--- src/rtl/jsu_pkg.sv ---
// Shared types and constants for the JSON string unescaper.
package jsu_pkg;

   localparam int BYTE_W      = 8;
   localparam int MAX_OUT     = 3;
   localparam int QUEUE_DEPTH = 4;
   localparam int QPTR_W      = $clog2(QUEUE_DEPTH);
   localparam int QCNT_W      = QPTR_W + 1;

   localparam logic [BYTE_W-1:0] CHAR_NUL       = 8'h00;
   localparam logic [BYTE_W-1:0] CHAR_BACKSLASH = 8'h5C;

   // One decoded request: up to three result bytes with their flags.
   // A count of zero means the request produced nothing.
   typedef struct packed {
      logic [1:0]                      count;
      logic [MAX_OUT-1:0][BYTE_W-1:0]  data;
      logic [MAX_OUT-1:0]              end_flags;
      logic [MAX_OUT-1:0]              bad_flags;
   } cmd_type;

endpackage

--- src/rtl/jsu_channels.sv ---
// Valid/ready stream interfaces for the request and result channels.
interface jsu_req_if;
   logic       valid;
   logic       ready;
   logic [7:0] in_byte;

   modport source (output valid, output in_byte, input ready);
   modport sink   (input valid, input in_byte, output ready);
endinterface

interface jsu_rsp_if;
   logic       valid;
   logic       ready;
   logic [7:0] out_byte;
   logic       last;
   logic       is_end;
   logic       bad_hex;

   modport source (output valid, output out_byte, output last, output is_end,
                   output bad_hex, input ready);
   modport sink   (input valid, input out_byte, input last, input is_end,
                   input bad_hex, output ready);
endinterface

--- src/rtl/jsu_front.sv ---
// Front end: takes request bytes, tracks escape state, builds result commands.
module jsu_front (
   input  logic             clock,
   input  logic             reset,
   jsu_req_if.sink          req_if,
   input  logic             queue_full,
   output logic             push,
   output jsu_pkg::cmd_type push_cmd
);
   import jsu_pkg::*;

   typedef enum logic [1:0] {
      MODE_NORMAL = 2'd0,
      MODE_ESCAPE = 2'd1,
      MODE_HEX    = 2'd2
   } mode_type;

   localparam logic [7:0] CHAR_N = 8'h6E;
   localparam logic [7:0] CHAR_R = 8'h72;
   localparam logic [7:0] CHAR_T = 8'h74;
   localparam logic [7:0] CHAR_B = 8'h62;
   localparam logic [7:0] CHAR_F = 8'h66;
   localparam logic [7:0] CHAR_U = 8'h75;

   // {valid, nibble}
   function automatic logic [4:0] hex_decode(input logic [7:0] c);
      logic [4:0] r;
      r = 5'b0;
      if (c >= 8'h30 && c <= 8'h39) begin
         r = {1'b1, c[3:0]};
      end else if ((c >= 8'h61 && c <= 8'h66) || (c >= 8'h41 && c <= 8'h46)) begin
         r = {1'b1, c[3:0] + 4'd9};
      end
      return r;
   endfunction

   mode_type    mode_ff,   mode_in;
   logic [1:0]  digits_ff, digits_in;
   logic [11:0] code_ff,   code_in;

   logic        accept;
   logic [7:0]  c;
   logic [4:0]  hex;
   logic [15:0] code_full;
   cmd_type     cmd;

   assign req_if.ready = !queue_full;
   assign accept       = req_if.valid && req_if.ready;
   assign c            = req_if.in_byte;
   assign hex          = hex_decode(c);
   assign code_full    = {code_ff, hex[3:0]};

   always_comb begin
      cmd       = '0;
      mode_in   = mode_ff;
      digits_in = digits_ff;
      code_in   = code_ff;
      if (c == CHAR_NUL) begin
         if (mode_ff == MODE_HEX) begin
            cmd.count        = 2'd2;
            cmd.bad_flags[0] = 1'b1;
            cmd.end_flags[1] = 1'b1;
         end else begin
            cmd.count        = 2'd1;
            cmd.end_flags[0] = 1'b1;
         end
         mode_in   = MODE_NORMAL;
         digits_in = '0;
         code_in   = '0;
      end else begin
         unique case (mode_ff)
            MODE_ESCAPE: begin
               mode_in   = MODE_NORMAL;
               cmd.count = 2'd1;
               unique case (c)
                  CHAR_N:  cmd.data[0] = 8'h0A;
                  CHAR_R:  cmd.data[0] = 8'h0D;
                  CHAR_T:  cmd.data[0] = 8'h09;
                  CHAR_B:  cmd.data[0] = 8'h08;
                  CHAR_F:  cmd.data[0] = 8'h0C;
                  CHAR_U: begin
                     cmd.count = 2'd0;
                     mode_in   = MODE_HEX;
                     digits_in = '0;
                     code_in   = '0;
                  end
                  default: cmd.data[0] = c;
               endcase
            end
            MODE_HEX: begin
               if (!hex[4]) begin
                  cmd.count        = 2'd1;
                  cmd.bad_flags[0] = 1'b1;
                  mode_in          = MODE_NORMAL;
                  digits_in        = '0;
                  code_in          = '0;
               end else if (digits_ff == 2'd3) begin
                  // fourth digit: encode as UTF-8, code zero as C0 80
                  if (code_full == 16'h0000) begin
                     cmd.count   = 2'd2;
                     cmd.data[0] = 8'hC0;
                     cmd.data[1] = 8'h80;
                  end else if (code_full <= 16'h007F) begin
                     cmd.count   = 2'd1;
                     cmd.data[0] = {1'b0, code_full[6:0]};
                  end else if (code_full <= 16'h07FF) begin
                     cmd.count   = 2'd2;
                     cmd.data[0] = {3'b110, code_full[10:6]};
                     cmd.data[1] = {2'b10, code_full[5:0]};
                  end else begin
                     cmd.count   = 2'd3;
                     cmd.data[0] = {4'b1110, code_full[15:12]};
                     cmd.data[1] = {2'b10, code_full[11:6]};
                     cmd.data[2] = {2'b10, code_full[5:0]};
                  end
                  mode_in   = MODE_NORMAL;
                  digits_in = '0;
                  code_in   = '0;
               end else begin
                  digits_in = digits_ff + 2'd1;
                  code_in   = code_full[11:0];
               end
            end
            default: begin
               mode_in = MODE_NORMAL;
               if (c == CHAR_BACKSLASH) begin
                  mode_in = MODE_ESCAPE;
               end else begin
                  cmd.count   = 2'd1;
                  cmd.data[0] = c;
               end
            end
         endcase
      end
   end

   assign push     = accept && (cmd.count != 2'd0);
   assign push_cmd = cmd;

   always_ff @(posedge clock) begin
      if (reset) begin
         mode_ff   <= MODE_NORMAL;
         digits_ff <= '0;
         code_ff   <= '0;
      end else if (accept) begin
         mode_ff   <= mode_in;
         digits_ff <= digits_in;
         code_ff   <= code_in;
      end
   end

endmodule

--- src/rtl/jsu_fifo.sv ---
// Short command queue between the front and back ends.
module jsu_fifo (
   input  logic             clock,
   input  logic             reset,
   input  logic             push,
   input  jsu_pkg::cmd_type push_cmd,
   input  logic             pop,
   output jsu_pkg::cmd_type head,
   output logic             empty,
   output logic             full
);
   import jsu_pkg::*;

   cmd_type             slots_ff [QUEUE_DEPTH];
   logic [QPTR_W-1:0]   wr_ptr_ff, rd_ptr_ff;
   logic [QCNT_W-1:0]   count_ff;

   assign empty = (count_ff == '0);
   assign full  = (count_ff == QCNT_W'(QUEUE_DEPTH));
   assign head  = slots_ff[rd_ptr_ff];

   always_ff @(posedge clock) begin
      if (push) begin
         slots_ff[wr_ptr_ff] <= push_cmd;
      end
   end

   always_ff @(posedge clock) begin
      if (reset) begin
         wr_ptr_ff <= '0;
         rd_ptr_ff <= '0;
         count_ff  <= '0;
      end else begin
         if (push) begin
            wr_ptr_ff <= wr_ptr_ff + 1'b1;
         end
         if (pop) begin
            rd_ptr_ff <= rd_ptr_ff + 1'b1;
         end
         unique case ({push, pop})
            2'b10:   count_ff <= count_ff + 1'b1;
            2'b01:   count_ff <= count_ff - 1'b1;
            default: count_ff <= count_ff;
         endcase
      end
   end

endmodule

--- src/rtl/jsu_back.sv ---
// Back end: walks each queued command and drives one result per ready cycle.
module jsu_back (
   input  logic             clock,
   input  logic             reset,
   input  jsu_pkg::cmd_type head,
   input  logic             empty,
   output logic             pop,
   jsu_rsp_if.source        rsp_if
);
   import jsu_pkg::*;

   logic       valid_ff;
   logic [7:0] byte_ff, byte_in;
   logic       last_ff, last_in;
   logic       end_ff,  end_in;
   logic       bad_ff,  bad_in;
   logic [1:0] idx_ff,  idx_in;
   logic       load;

   assign load = !empty && (!valid_ff || rsp_if.ready);

   always_comb begin
      unique case (idx_ff)
         2'd0: begin
            byte_in = head.data[0];
            end_in  = head.end_flags[0];
            bad_in  = head.bad_flags[0];
         end
         2'd1: begin
            byte_in = head.data[1];
            end_in  = head.end_flags[1];
            bad_in  = head.bad_flags[1];
         end
         2'd2: begin
            byte_in = head.data[2];
            end_in  = head.end_flags[2];
            bad_in  = head.bad_flags[2];
         end
         default: begin
            byte_in = '0;
            end_in  = 1'b0;
            bad_in  = 1'b0;
         end
      endcase
      last_in = (idx_ff == head.count - 2'd1);
      idx_in  = last_in ? 2'd0 : idx_ff + 2'd1;
   end

   assign pop = load && last_in;

   always_ff @(posedge clock) begin
      if (reset) begin
         valid_ff <= 1'b0;
         idx_ff   <= '0;
      end else begin
         if (load) begin
            valid_ff <= 1'b1;
            idx_ff   <= idx_in;
         end else if (rsp_if.ready) begin
            valid_ff <= 1'b0;
         end
      end
   end

   always_ff @(posedge clock) begin
      if (load) begin
         byte_ff <= byte_in;
         last_ff <= last_in;
         end_ff  <= end_in;
         bad_ff  <= bad_in;
      end
   end

   assign rsp_if.valid    = valid_ff;
   assign rsp_if.out_byte = byte_ff;
   assign rsp_if.last     = last_ff;
   assign rsp_if.is_end   = end_ff;
   assign rsp_if.bad_hex  = bad_ff;

endmodule

--- src/rtl/json_string_unescape.sv ---
// Top level of the JSON string unescaper.
// Each request carries one raw byte of a JSON string body; the block returns
// the unescaped bytes as results. The escapes \n \r \t \b \f map to control
// bytes, \uXXXX (hex digits in either case) becomes one to three bytes of
// UTF-8 with code zero sent as C0 80, and any other escaped byte is passed
// as is. A non-hex digit inside \u gives one result with bad_hex set and
// drops back to plain text. A zero byte ends the string: it returns the
// terminator (is_end set, out_byte zero), preceded by a bad_hex result if a
// \u was still open, and clears all state. A backslash directly before the
// zero is dropped; the zero still returns the terminator. The result flagged
// last closes the results of a request; a request may return none (a
// backslash, \u and its first three digits). One request is taken per clock
// while the four-entry command queue has room; results leave at one per
// clock while the receiver is ready. The result side is limited by its single
// output register, so a \u escape returning three bytes drains one byte at a
// time, hidden behind the six requests it needs. No configuration, no
// start-up sweep: the block is ready from the first clock after reset.
module json_string_unescape (
   input  logic      clock,
   input  logic      reset,
   jsu_req_if.sink   req_if,
   jsu_rsp_if.source rsp_if
);
   import jsu_pkg::*;

   // front end to queue
   logic    push;
   cmd_type push_cmd;
   logic    queue_full;

   // queue to back end
   cmd_type head;
   logic    empty;
   logic    pop;

   // decode and escape tracking
   jsu_front u_front (
      .clock      (clock),
      .reset      (reset),
      .req_if     (req_if),
      .queue_full (queue_full),
      .push       (push),
      .push_cmd   (push_cmd)
   );

   // decoupling queue: lets decoding run on while results are stalled
   jsu_fifo u_fifo (
      .clock    (clock),
      .reset    (reset),
      .push     (push),
      .push_cmd (push_cmd),
      .pop      (pop),
      .head     (head),
      .empty    (empty),
      .full     (queue_full)
   );

   // result serialiser with registered output
   jsu_back u_back (
      .clock  (clock),
      .reset  (reset),
      .head   (head),
      .empty  (empty),
      .pop    (pop),
      .rsp_if (rsp_if)
   );

endmodule

--- src/flat_wrapper.sv ---
// flat-port wrapper written by rule: the top's interface ports become plain ports
module json_string_unescape_flat import jsu_pkg::*;
  (clock, reset, req_if_valid, req_if_in_byte, req_if_ready, rsp_if_valid, rsp_if_out_byte, rsp_if_last, rsp_if_is_end, rsp_if_bad_hex, rsp_if_ready);
  jsu_req_if req_if_i ();
  jsu_rsp_if rsp_if_i ();
  input  logic clock;
  input  logic reset;
  input wire logic [$bits(req_if_i.valid)-1:0] req_if_valid;
  input wire logic [$bits(req_if_i.in_byte)-1:0] req_if_in_byte;
  output wire logic [$bits(req_if_i.ready)-1:0] req_if_ready;
  output wire logic [$bits(rsp_if_i.valid)-1:0] rsp_if_valid;
  output wire logic [$bits(rsp_if_i.out_byte)-1:0] rsp_if_out_byte;
  output wire logic [$bits(rsp_if_i.last)-1:0] rsp_if_last;
  output wire logic [$bits(rsp_if_i.is_end)-1:0] rsp_if_is_end;
  output wire logic [$bits(rsp_if_i.bad_hex)-1:0] rsp_if_bad_hex;
  input wire logic [$bits(rsp_if_i.ready)-1:0] rsp_if_ready;
  assign req_if_i.valid = req_if_valid;
  assign req_if_i.in_byte = req_if_in_byte;
  assign req_if_ready = req_if_i.ready;
  assign rsp_if_valid = rsp_if_i.valid;
  assign rsp_if_out_byte = rsp_if_i.out_byte;
  assign rsp_if_last = rsp_if_i.last;
  assign rsp_if_is_end = rsp_if_i.is_end;
  assign rsp_if_bad_hex = rsp_if_i.bad_hex;
  assign rsp_if_i.ready = rsp_if_ready;
  json_string_unescape u_core (.clock(clock), .reset(reset), .req_if(req_if_i), .rsp_if(rsp_if_i));
endmodule
--- config.mk ---
export PLATFORM = sky130hd
export DESIGN_NAME = json_string_unescape_flat
export DESIGN_NICKNAME = d
export VERILOG_FILES = /design/src/rtl/jsu_pkg.sv /design/src/rtl/jsu_channels.sv /design/src/rtl/jsu_front.sv /design/src/rtl/jsu_fifo.sv /design/src/rtl/jsu_back.sv /design/src/rtl/json_string_unescape.sv /design/src/flat_wrapper.sv
export SDC_FILE = /design/constraint.sdc
export NUM_CORES = 1
export LEC_CHECK = 0
export BUFFER_PORTS_ARGS = -buffer_cell sky130_fd_sc_hd__buf_2
export CAP_MARGIN = 20
export CORE_MARGIN = 4
export CORE_UTILIZATION = 40
export CTS_BUF_LIST = sky130_fd_sc_hd__clkbuf_4 sky130_fd_sc_hd__clkbuf_8
export DETAILED_ROUTE_END_ITERATION = 6
export PLACE_DENSITY = 0.66
export SLEW_MARGIN = 20
export SYNTH_ARGS = -nofsm -noshare
export SYNTH_HDL_FRONTEND = slang
export SYNTH_SLANG_ARGS = --single-unit
--- constraint.sdc ---
create_clock -name clock -period 4.8 [get_ports clock]
set_clock_uncertainty 0.2 [all_clocks]
set_input_delay 0.72 -clock clock [delete_from_list [all_inputs] [get_ports clock]]
set_output_delay 0.72 -clock clock [all_outputs]
set_load 0.02 [all_outputs]
## Word level (Yosys, flattened, before mapping)

Memory sizes are Yosys's and may differ from the RTL's. A register that Yosys moved wholly into a read port is not among the register bits.
Index checks and enable logic that the tools add are counted.

- Register bits after elaboration: 37
- Bits in latches: 0
- RAM bits: 116
- Bits in read-only memories: 0
- Input bits: 12
- Output and inout port bits: 13
- Word-level logic and storage cells: 132
- Memories kept: 1

- Add/subtract/negate cells: 8
- $mul: 0
- Div/mod/pow operators: 0
- Magnitude comparators: 8
- Equal/unequal tests: 18
- Shift-type cells: 0
- Multiplexer cells: 63
- Bitwise logic cells: 0
- Reduce and logical (&&, ||, !) cells: 22

Memories:

| name | depth | bits a word | rd ports | clocked after Yosys merged registers in | write ports | RTL line | text |
|---|---|---|---|---|---|---|---|
| u_core.u_fifo.slots_ff | 4 | 29 | 1 | 1 | 1 | jsu_fifo.sv:14 | `cmd_type slots_ff [QUEUE_DEPTH];` |

Operators by type and width:

| cell | number |
|---|---|
| $mux 16 | 9 |
| $eq 8x7->1 const B | 7 |
| $mux 12 | 4 |
| $mux 24 | 2 |
| $pmux 8 s6 | 1 |
| $mux 2 | 17 |
| $mux 8 | 4 |
| $mux 26 | 1 |
| $pmux 12 s2 | 1 |
| $pmux 8 s3 | 1 |
| $ge 8x7->1 const B | 2 |
| $le 16x11->1 const B | 1 |
| $le 16x7->1 const B | 1 |
| $le 8x7->1 const B | 2 |
| $logic_not 16->1 | 1 |
| $pmux 8 s2 | 1 |
| $mux 14 | 1 |
| $mux 1 | 13 |
| $pmux 2 s2 | 3 |
| $mux 5 | 2 |
| $add 2x1->2 const B | 4 |
| $eq 2x2->1 const B | 4 |
| $ge 8x6->1 const B | 1 |
| $le 8x6->1 const B | 1 |
| other kinds (21) | 35 |

## Longest topological paths before layout

Gate-level depths: netlist (run 1).

- Word-level depth: 23
- Depth in mapped cells: 14
- Mapped depth without buffers: 14

## Cells and area by module

From an unflattened synthesis (run 1), not the netlist that was laid out.

- Cell total of the unflattened synthesis: 496
- Area, all modules: 7448.4 um2

By module, submodules not included:

| module | times used | cells each | area an instance (um2) | seq. area each (um2) |
|---|---|---|---|---|
| jsu_fifo | 1 | 214 | 5092.4 | 4023.9 |
| jsu_front | 1 | 224 | 1645.3 | 320.3 |
| jsu_back | 1 | 58 | 710.7 | 390.4 |

## Worst setup path after synthesis (run 1)

OpenSTA, ideal clock, no wires.

- Path type: in2reg
- Start point: input req_if_in_byte[1]
- End point: memory u_core.u_fifo.slots_ff[0][0] (netlist bit) (enable)
- Library setup time: 0.386 ns
- Arrival time: 3.019 ns
- Data required time: 4.214 ns
- Path slack: 1.195 ns
- Stages on the path: 8
- Path buffers: 0
- Path through: inv_1 ha_1 nor3b_1 and4bb_2 nor4b_2 o21ai_1 a31oi_4 and2_1

- Longest elaborated chain between the ends: 17
- Elaborated cells on any way between the ends: 32
- Classes of those cells: add/sub: 1; order compare: 8; eq/ne: 2; mux: 13; reduce/logical: 8

RTL lines:

| item | RTL line | text |
|---|---|---|
| start: declaration | flat_wrapper.sv:9 | `input wire logic [$bits(req_if_i.in_byte)-1:0] req_if_in_byte;` |
| $ge 8x7->1 or $le 8x7->1 (tied branches) | jsu_front.sv:31 | `end else if ((c >= 8'h61 && c <= 8'h66) \|\| (c >= 8'h41 && c <= 8'h46)) begin` |
| $logic_and 1x1->1 | jsu_front.sv:31 |  |
| $logic_or 1x1->1 | jsu_front.sv:31 |  |
| $mux 5 | jsu_front.sv:31 |  |
| $mux 5 | jsu_front.sv:29 | `if (c >= 8'h30 && c <= 8'h39) begin` |
| $le 16x11->1 | jsu_front.sv:106 | `end else if (code_full <= 16'h07FF) begin` |
| $mux 1 | jsu_front.sv:106 |  |
| $mux 2 | jsu_front.sv:103 | `end else if (code_full <= 16'h007F) begin` |
| $mux 2 | jsu_front.sv:99 | `if (code_full == 16'h0000) begin` |
| $mux 26 | jsu_front.sv:97 | `end else if (digits_ff == 2'd3) begin` |
| $mux 2 | jsu_front.sv:91 | `if (!hex[4]) begin` |
| $pmux 2 s2 | jsu_front.sv:71 | `unique case (mode_ff)` |
| $mux 2 (*) | jsu_front.sv:58 | `if (c == CHAR_NUL) begin` |
| $reduce_bool 2->1 (*) | jsu_front.sv:137 | `assign push = accept && (cmd.count != 2'd0);` |
| $logic_and 1x1->1 (*) | jsu_front.sv:137 |  |
| $mux 1 (*) | jsu_fifo.sv:23 | `if (push) begin` |
| $mux 1 (not written as such) (*) | jsu_fifo.sv:24 | `slots_ff[wr_ptr_ff] <= push_cmd;` |
| end: declaration | jsu_fifo.sv:14 |  |

Mark *: on every way between the ends. The rest lies on a longest branch, timed or not.

## Worst setup path after layout (run 1)

- Start point: input req_if_in_byte[1]
- End point: register u_core.u_fifo.count_ff[2]

- Longest elaborated chain between the ends: 17
- Elaborated cells on any way between the ends: 34
- Classes of those cells: add/sub: 1; order compare: 8; eq/ne: 4; mux: 12; reduce/logical: 9

RTL lines:

| item | RTL line | text |
|---|---|---|
| $ge 8x7->1 or $le 8x7->1 (tied branches) | jsu_front.sv:31 |  |
| $logic_and 1x1->1 | jsu_front.sv:31 |  |
| $logic_or 1x1->1 | jsu_front.sv:31 |  |
| $mux 5 | jsu_front.sv:31 |  |
| $mux 5 | jsu_front.sv:29 |  |
| $le 16x11->1 | jsu_front.sv:106 |  |
| $mux 1 | jsu_front.sv:106 |  |
| $mux 2 | jsu_front.sv:103 |  |
| $mux 2 | jsu_front.sv:99 |  |
| $mux 26 | jsu_front.sv:97 |  |
| $mux 2 | jsu_front.sv:91 |  |
| $pmux 2 s2 | jsu_front.sv:71 |  |
| $mux 2 (*) | jsu_front.sv:58 |  |
| $reduce_bool 2->1 (*) | jsu_front.sv:137 |  |
| $logic_and 1x1->1 (*) | jsu_front.sv:137 |  |
| $eq 2x1->1 or $eq 2x2->1 (tied branches) | jsu_fifo.sv:40 | `unique case ({push, pop})` |
| $pmux 3 s2 or $reduce_bool 2->1 (tied branches) | -- |  |
| end signal: assignment | jsu_fifo.sv:41 | `2'b10: count_ff <= count_ff + 1'b1;` |
| end signal: assignment | jsu_fifo.sv:42 | `2'b01: count_ff <= count_ff - 1'b1;` |
| end signal: assignment | jsu_fifo.sv:43 | `default: count_ff <= count_ff;` |
| end: declaration | jsu_fifo.sv:16 | `logic [QCNT_W-1:0] count_ff;` |

Marked as above.
A chain may end at the register's enable or synchronous reset.

==> qor.yml, run 1 <==
clock_network:
  cts.clk_slew.worst_paths_ns: 0.07
  root_buffer: "clkbuf_8"
  cts_buffer_depth: 2
  cts_tree: "built"
  ctsResizeCount: 0
  clock_sinks: 147
  cts_buffers: 17
  htree_levels: 4
  hold_buffers: 0
  clock_latency_ns: 0.44
  postCtsSetupBuffers: 0
detailed_routing:
  avgRoutedWirePerCell_um: 19.9
  ant_nets: 0
  drt-pass1-iter-count: 7
  drt_iter0_drc: 359
  vias_per_cell: 5.66
  drc: 0
  wl_um: 15200
  vias: 4320
pwr:
  combPwrFrac: 0.246
  power_per_cell_area_mw_per_mm2: 467
  switching_power_mw: 1.00
  p_clk_frac: 0.283
  p_sw_frac: 0.284
  p_leak_nw: 2.58
  ir_drop_mv: 0.187
  power.internal_mw: 2.52
  p_seq_frac: 0.470
setup_path:
  max_stage_delay_ns: 0.41
  cpMaxStageDelayCell: "nor4b_2"
  worstPathCellList: "buf_2 -> inv_1 -> ha_1 -> nor3b_1 -> and4bb_2 -> nor4b_2 -> o21ai_1 -> a31oi_4 -> inv_1 -> ha_1 -> inv_1 -> fa_1 -> xor2_1 -> or3_1 -> a21oi_1"
  cp_top_family: "simple AND/OR/NAND/NOR gates"
  cp.arrival_ns: 3.83
  critPathMaxFanout: 7
  cp-end-kind: "flop"
  required_ns: 4.96
  path_class: "in -> reg"
  cp.buffers_inverters: 4
  crit_path_start_kind: "input port"
  cp_common_cell: "inv_1"
status:
  status: "finished, final reports clean"
logic_synthesis:
  synthDominantCellAreaShare: 0.526
  syn_area_mm2: 0.00679
  async_flop_share: 0
  synthCells: 504
  yosys.cell_types.count: 69
  seq_area_frac_synth: 0.609
  yosys_warnings: 0
  syn_nets: 534
  synth_edf_count: 119
  yosys.area.top_type: "edfxtp_1"
  synth-main-ff-cell: "edfxtp_1"
  postSynthRegisterBits: 147
  ys_top_cells_by_area: "edfxtp_1 53%, mux4_2 8.6%, dfxtp_1 8.3%"
  syn_avg_cell_area_um2: 13.5
cells_and_area:
  fin_cells: 763
  drive_gt1_frac: 0.199
  final_core_util: 0.454
  nNetsFinal: 561
  areaGrowthSynthToFinish_pct: 10.9
  n_fill_cell: 1512
  num_antenna_cells: 0
placement:
  port_buffers: 24
  dp_cells: 732
  gp_congestion: 0.892
  hpwlAfterDp_um: 10400
sta:
  grt_setup_unrepaired: "no"
  fmax_mhz: 273
  setup_viol: 0
  tightestPinTransition_ns: 1.07
  fin_crit_sh: 0.764
  tns_ns: 0
  final-hold-violation-count: 0
  period_needed_ns: 3.67
  max_slew_margin: 0.287
  finalMaxSlewViolations: 0
global_route:
  antenna_found_initial: 0
  grt.overflow.total: 0
  grt_max_degree: 30
  grt_pass1_vias: 4380
  grt_pass1_wl_um: 24300
  grt_usage: 0.163
floorplanning:
  die_w_um: 138
  core_mm2: 0.0166
  dieArea_mm2: 0.0191
  initial_utilization: 0.409
  io_pins: 25
  die_h_um: 138
  rows: 47
run:
  maxCapViolCount: 0
min_path:
  hp-class: "reg -> reg"
## tightest hold or removal path: cells and delay by family (launching register included)
kind,cells,cell delay [ns]
AOI/OAI and AO/OA,1,0.05
and+or+nand+nor,1,0.05
DFF,1,0.31
## worst paths after layout
kind / from / end / slack, ns / depth (start not counted)
max: req_if_in_byte[1] / u_core.u_fifo.count_ff[2] / 1.13 / 15
min: u_core.u_front.digits_ff[1] / u_core.u_front.digits_ff[1] / 0.26 / 2
max reg2reg: u_core.u_front.mode_ff[0] / u_core.u_fifo.count_ff[2] / 1.23 / 13
min reg2reg: u_core.u_front.digits_ff[1] / u_core.u_front.digits_ff[1] / 0.26 / 2
## cell families after synthesis
group / after synthesis / synth area share
AO/OA/AOI/OAI: 108 / 0.109
AND/OR/NAND/NOR: 149 / 0.117
adder cells (fa/ha/maj): 18 / 0.0343
buffers and inverters: 47 / 0.0311
XOR/XNOR: 5 / 0.00645
flip-flops: 147 / 0.609
multiplexers: 30 / 0.0929
## cell usage in the layout, fill, tap and decap left out, types with 3 or more instances in the layout
| cell | instances |
|---|---|
| buf_4 | 7 |
| and3_1 | 4 |
| nor3_1 | 6 |
| a22o_1 | 4 |
| inv_1 | 24 |
| a21o_1 | 6 |
| mux2i_1 | 3 |
| edfxtp_1 | 119 |
| and2_1 | 6 |
| o31ai_1 | 3 |
| clkbuf_8 | 17 |
| a31oi_1 | 3 |
| buf_2 | 24 |
| nand3b_1 | 4 |
| nand2b_1 | 7 |
| bufinv_16 | 4 |
| xor2_1 | 3 |
| mux4_2 | 26 |
| or4_1 | 3 |
| nand2_1 | 45 |
| a21oi_1 | 42 |
| or3_1 | 4 |
| ha_1 | 17 |
| clkinv_2 | 6 |
| a22oi_1 | 11 |
| o21ai_0 | 12 |
| nand3_1 | 19 |
| dfxtp_1 | 27 |
| nor2_1 | 31 |
## cell usage after synthesis, types with 6 or more instances
master and instances:
buf_2 6, a22oi_1 11, a21oi_1 42, a21o_1 6
nand2b_1 7, clkbuf_1 11, ha_1 17, o21ai_0 12
inv_1 24, nand2_1 45, nor3_1 6, and2_1 6
dfxtp_1 28, nand3_1 19, mux4_2 26, nor2_1 31
edfxtp_1 119
## per-layer routing
layer,vias up,part of all wire,GRT usage
li1,1979,-,-
met1,2173,0.43,0.213
met2,144,0.50,0.270
met3,24,0.049,0.0407
met4,0,0.019,0.0536
met5,-,0,0
## layout make-up
class                      count  area, µm²  share of cell area
clock buffer                  19        249              0.0331
clock inverter                12        165              0.0219
inverter                      24       90.1              0.0120
multi-input combinational    310       2440               0.325
sequential                   147       4140               0.549
tap                          220        275              0.0365
timing repair buffer          31        173              0.0229
## through the flow
stage                     cell area (µm²)  power [mW]  hold slack [ns]  setup WS [ns]
after floorplan                      6790        2.32            0.236           1.19
after global placement               7120        2.54            0.244          0.873
after detailed placement             7120        2.57            0.253          0.686
after CTS                            7530        3.56            0.263           1.17
after global routing                 7530        3.71            0.298          0.908
final                                7530        3.52            0.256           1.13
## power groups by stage
stage / combinational (mW) / clock [mW] / sequential [mW]
2_1_floorplan: 0.573 / 0 / 1.74
3_3_place_gp: 0.867 / 0 / 1.68
3_5_place_dp: 0.882 / 0 / 1.68
4_1_cts: 0.888 / 1.02 / 1.66
5_1_grt: 0.961 / 1.08 / 1.67
6_report: 0.865 / 0.997 / 1.65
## registers in the layout, indices dropped and copies added, names as in the netlist, named ones only
| register | cells |
|---|---|
| u_core.u_back.rsp_if.last | 1 |
| u_core.u_fifo.count_ff | 3 |
| u_core.u_fifo.wr_ptr_ff | 2 |
| u_core.u_front.digits_ff | 2 |
| u_core.u_fifo.rd_ptr_ff | 2 |
| u_core.u_back.rsp_if.bad_hex | 1 |
| u_core.u_back.rsp_if.out_byte | 8 |
| u_core.u_back.rsp_if.valid | 1 |
| u_core.u_front.mode_ff | 2 |
| u_core.u_fifo.slots_ff | 108 |
| u_core.u_back.idx_ff | 2 |
| u_core.u_front.code_ff | 12 |
| u_core.u_back.rsp_if.is_end | 1 |
Note: power is estimated with default switching activity, not from simulation.
==> run 2, diff against run 1 <==
clock period = 3.7 ns   (was 4.8 ns; I/O delays follow)
==> qor.yml, run 2 (synthesis gave the netlist of run 1 again) <==
setup_path:
  crit_path_start_kind: "flop"
  cp-endpoint: "u_core.u_fifo.count_ff[2]"
  cpMaxStageDelayCell: "or4_1"
  rr_startpoint: "u_core.u_front.mode_ff[0]"
  cp_common_cell: "inv_1"
  required_ns: 3.86
  cp.arrival_ns: 3.48
  critPathMaxFanout: 7
  cp-end-kind: "flop"
  path_class: "reg -> reg"
  worstReg2RegEnd: "u_core.u_fifo.count_ff[2]"
  r2r_cells: 13
  max_stage_delay_ns: 0.51
  startpoint: "u_core.u_front.mode_ff[0]"
  worstPathCellList: "inv_1 -> ha_1 -> nand2_1 -> or4_1 -> o211ai_2 -> a31oi_4 -> inv_1 -> ha_1 -> inv_1 -> fa_1 -> xor2_1 -> or3_1 -> a21oi_1"
  r2r_slack_ns: 0.37
placement:
  gp_congestion: 0.921
  hpwlAfterDp_um: 10300
  port_buffers: 24
floorplanning:
  core_mm2: 0.0166
  die_w_um: 138
  die_h_um: 138
  initial_utilization: 0.409
  rows: 47
  dieArea_mm2: 0.0191
  io_pins: 25
sta:
  max_slew_margin: 0.477
  final-hold-violation-count: 0
  tightestPinTransition_ns: 0.777
  finalHoldWorstSlack_ns: 0.183
  grt_setup_unrepaired: "no"
  setup_viol: 0
  fin_crit_sh: 0.899
  tns_ns: 0
  period_needed_ns: 3.33
  finalMaxSlewViolations: 0
  fmax_mhz: 301
run:
  maxCapViolCount: 0
detailed_routing:
  drc: 0
  wl_um: 14900
  vias_per_cell: 5.49
  drt_iter0_drc: 383
  drt-pass1-iter-count: 7
  ant_nets: 0
  avgRoutedWirePerCell_um: 19.1
  vias: 4277
cells_and_area:
  top_register: "u_core.u_fifo.slots_ff"
  multi_input_area_mm2: 0.00244
  n_fill_cell: 1491
  final_cell_mix: "119 x edfxtp_1, 45 x nand2_1, 42 x a21oi_1, 31 x nor2_1, 27 x dfxtp_1"
  nNetsFinal: 576
  drive_gt1_frac: 0.222
  num_antenna_cells: 0
  areaGrowthSynthToFinish_pct: 13.4
  ff_latch_area_mm2: 0.00414
  largest_reg_flops: 108
  final_common_cell: "edfxtp_1"
clock_network:
  cts_buffer_depth: 2
  cts_tree: "built"
  cts_buffers: 17
  cts.clk_slew.worst_paths_ns: 0.07
  clock_sinks: 147
  clock_latency_ns: 0.43
  ctsResizeCount: 0
  hold_buffers: 0
  postCtsSetupBuffers: 0
  root_buffer: "clkbuf_8"
  htree_levels: 4
global_route:
  grt.overflow.total: 0
  grt_max_degree: 30
  grt_pass1_vias: 4260
  grt_pass1_wl_um: 23600
  antenna_found_initial: 0
  grt_usage: 0.159
pwr:
  power_per_cell_area_mw_per_mm2: 595
  ir_drop_mv: 0.256
  p_leak_nw: 2.67
min_path:
  hp-class: "in -> reg"
  min_from: "rsp_if_ready"
status:
  status: "finished, final reports clean"
## run 2: changes by cell type in the layout (fill, tap and decap cells not counted), moves of 2 or more
cell and change:
buf_12 +4, buf_4 +11, clkbuf_4 +2, clkbuf_8 +2, clkinv_2 -3, clkinv_4 +2, clkinvlp_4 -2
## run 2: worst max-delay path: cells and delay by family, from the launching register on
kind | cells | cell delay, ns
AO/OA/AOI/OAI | 3 | 0.43
XOR/XNOR | 1 | 0.16
flip-flops | 1 | 0.36
adder cells (fa/ha/maj) | 3 | 0.99
buffers and inverters | 3 | 0.18
AND/OR/NAND/NOR | 3 | 0.92
## run 2: power by group
part	leakage, nW	internal (mW)	switching, mW
Clock	0.222	0.732	0.544
Combinational	1.11	0.489	0.667
Sequential	1.34	2.07	0.0765
Total	2.67	3.29	1.29
## run 2: how the worst min path moves through the flow
| stage | depth (start not counted) | endpoint | slack, ns |
|---|---|---|---|
| detailed placement | 2 | u_core.u_front.digits_ff[1] | 0.26 |
| CTS | 4 | u_core.u_back.rsp_if.valid | 0.15 |
| finish | 4 | u_core.u_back.rsp_if.valid | 0.18 |
| global placement | 2 | u_core.u_front.digits_ff[1] | 0.25 |
| floorplan | 2 | u_core.u_front.digits_ff[1] | 0.24 |
| global route | 4 | u_core.u_back.rsp_if.valid | 0.16 |
## run 2: per-stage QoR
step | area [µm²] | utilization | power [mW] | std cells | worst slack (ns)
2_1_floorplan | 6790 | - | 3.00 | 504 | 0.260
3_3_place_gp | 7280 | 0.439 | 3.34 | 747 | 0.117
3_5_place_dp | 7280 | 0.439 | 3.36 | 747 | 0.0214
4_1_cts | 7700 | 0.464 | 4.64 | 779 | 0.362
5_1_grt | 7700 | 0.464 | 4.83 | 779 | 0.178
6_report | 7700 | 0.464 | 4.58 | 779 | 0.375
## run 2: layout make-up
class                           instances  share of cell area
Timing Repair Buffer                   46              0.0435
Sequential cell                       147               0.537
Multi-Input combinational cell        310               0.317
Tap cell                              220              0.0357
Clock inverter                          9              0.0167
Inverter                               24              0.0117
Clock buffer                           23              0.0379
## run 2: metal layers
metal / up-vias / part of all wire / GRT usage
met2: 130 / 0.50 / 0.264
met5: - / 0 / 0
met3: 19 / 0.049 / 0.0387
li1: 2017 / - / -
met1: 2111 / 0.44 / 0.206
met4: 0 / 0.015 / 0.0504
==> run 3, diff against run 2 <==
clock period = 3.5 ns   (was 3.7 ns; I/O delays follow)
==> qor.yml, run 3 (synthesis gave the netlist of run 1 again) <==
placement:
  port_buffers: 24
  dpl_cell_area_mm2: 0.00739
  hpwlAfterDp_um: 10300
  dp_cells: 762
  gp_congestion: 0.869
setup_path:
  rr_startpoint: "u_core.u_front.code_ff[11]"
  r2r_cells: 12
  cp.arrival_ns: 3.41
  r2r_slack_ns: 0.25
  worstReg2RegEnd: "u_core.u_fifo.count_ff[2]"
  critPathMaxFanout: 5
  required_ns: 3.67
  crit_path_start_kind: "flop"
  cp-end-kind: "flop"
  path_class: "reg -> reg"
global_route:
  antenna_found_initial: 0
  grt_pass1_vias: 4264
  grt_pass1_wl_um: 24000
  grt_max_degree: 30
  grt.overflow.total: 0
  grt_usage: 0.160
clock_network:
  cts.clk_slew.worst_paths_ns: 0.08
  cts_buffers: 17
  postCtsSetupBuffers: 0
  cts_buffer_depth: 2
  root_buffer: "clkbuf_8"
  cts_tree: "built"
  clock_latency_ns: 0.44
  htree_levels: 4
  hold_buffers: 0
  ctsResizeCount: 0
  clock_sinks: 147
sta:
  grt_setup_unrepaired: "no"
  tightestPinTransition_ns: 0.822
  setup_viol: 0
  period_needed_ns: 3.25
  tns_ns: 0
  finalMaxSlewViolations: 0
  fin_crit_sh: 0.928
  max_slew_margin: 0.447
  final-hold-violation-count: 0
  finalHoldWorstSlack_ns: 0.156
  fmax_mhz: 308
cells_and_area:
  top_register: "u_core.u_fifo.slots_ff"
  multi_input_area_mm2: 0.00244
  largest_reg_flops: 108
  nNetsFinal: 591
  final_cell_mix: "119 x edfxtp_1, 45 x nand2_1, 42 x a21oi_1, 33 x buf_4, 31 x nor2_1"
  finish.instance_area_mm2: 0.00777
  ff_latch_area_mm2: 0.00414
  final_common_cell: "edfxtp_1"
  n_fill_cell: 1486
  drive_gt1_frac: 0.239
  areaGrowthSynthToFinish_pct: 14.5
  fin_cells: 794
  num_antenna_cells: 0
detailed_routing:
  drt_iter0_drc: 559
  drt-pass1-iter-count: 5
  vias_per_cell: 5.53
  drc: 0
  wl_um: 14900
  ant_nets: 0
  avgRoutedWirePerCell_um: 18.8
  vias: 4388
floorplanning:
  dieArea_mm2: 0.0191
  core_mm2: 0.0166
  io_pins: 25
  die_h_um: 138
  rows: 47
  die_w_um: 138
  initial_utilization: 0.409
min_path:
  min_from: "rsp_if_ready"
  hp-class: "in -> reg"
  hold_end: "u_core.u_back.rsp_if.valid"
  whs_path_depth: 4
status:
  status: "finished, final reports clean"
run:
  maxCapViolCount: 0
pwr:
  p_leak_nw: 2.71
  ir_drop_mv: 0.284
  power_per_cell_area_mw_per_mm2: 616
  power_mw: 4.79
[run 3: metrics by stage]
step	setup slack (ns)	util
global placement	0.0341	0.446
CTS	0.268	0.469
global route	0.0748	0.469
floorplan	0.0899	-
finish	0.251	0.469
detailed placement	-0.0666	0.446
[run 3: worst max path at each step]
stage | cells past startpoint | end | slack [ns] | from
2_1_floorplan | 8 | u_core.u_fifo.slots_ff[0][0] | 0.09 | req_if_in_byte[1]
3_3_place_gp | 15 | u_core.u_fifo.count_ff[2] | 0.03 | req_if_in_byte[1]
3_5_place_dp | 15 | u_core.u_fifo.count_ff[2] | -0.07 | req_if_in_byte[1]
4_1_cts | 12 | u_core.u_fifo.count_ff[2] | 0.27 | u_core.u_front.code_ff[11]
5_1_grt | 12 | u_core.u_fifo.count_ff[2] | 0.07 | u_core.u_front.code_ff[11]
6_report | 12 | u_core.u_fifo.count_ff[2] | 0.25 | u_core.u_front.code_ff[11]
[run 3: layout make-up]
class,count,area share
flip-flops and latches,147,0.532
multi-input cells,310,0.315
repair buffers,61,0.0576
well taps,220,0.0354
clock buffers,18,0.0311
clock inverters,14,0.0179
inverters,24,0.0116
[run 3: where the power goes]
group / total, mW / internal [mW] / switching [mW] / leakage (nW)
sequential: 2.27 / 2.19 / 0.0790 / 1.34
combinational: 1.27 / 0.546 / 0.721 / 1.18
clock: 1.26 / 0.635 / 0.624 / 0.183
[run 3: metal layers]
layer	part of all wire	routed length, µm	track usage	up-vias
li1	-	-	-	2039
met1	0.43	6450	0.217	2177
met2	0.49	7260	0.249	154
met3	0.066	978	0.0445	18
met4	0.015	231	0.0551	0
met5	0	0	0	-
[run 3: worst max-delay path, stage by stage (launching register included)]
cell and delay (ns):
dfxtp_1 0.36, or4_1 0.57, nor2_2 0.23, a41oi_2 0.16, o211ai_2 0.26, a31oi_4 0.12, inv_1 0.08, ha_1 0.16
inv_1 0.06, fa_1 0.37, xor2_1 0.16, or3_1 0.31, a21oi_1 0.14
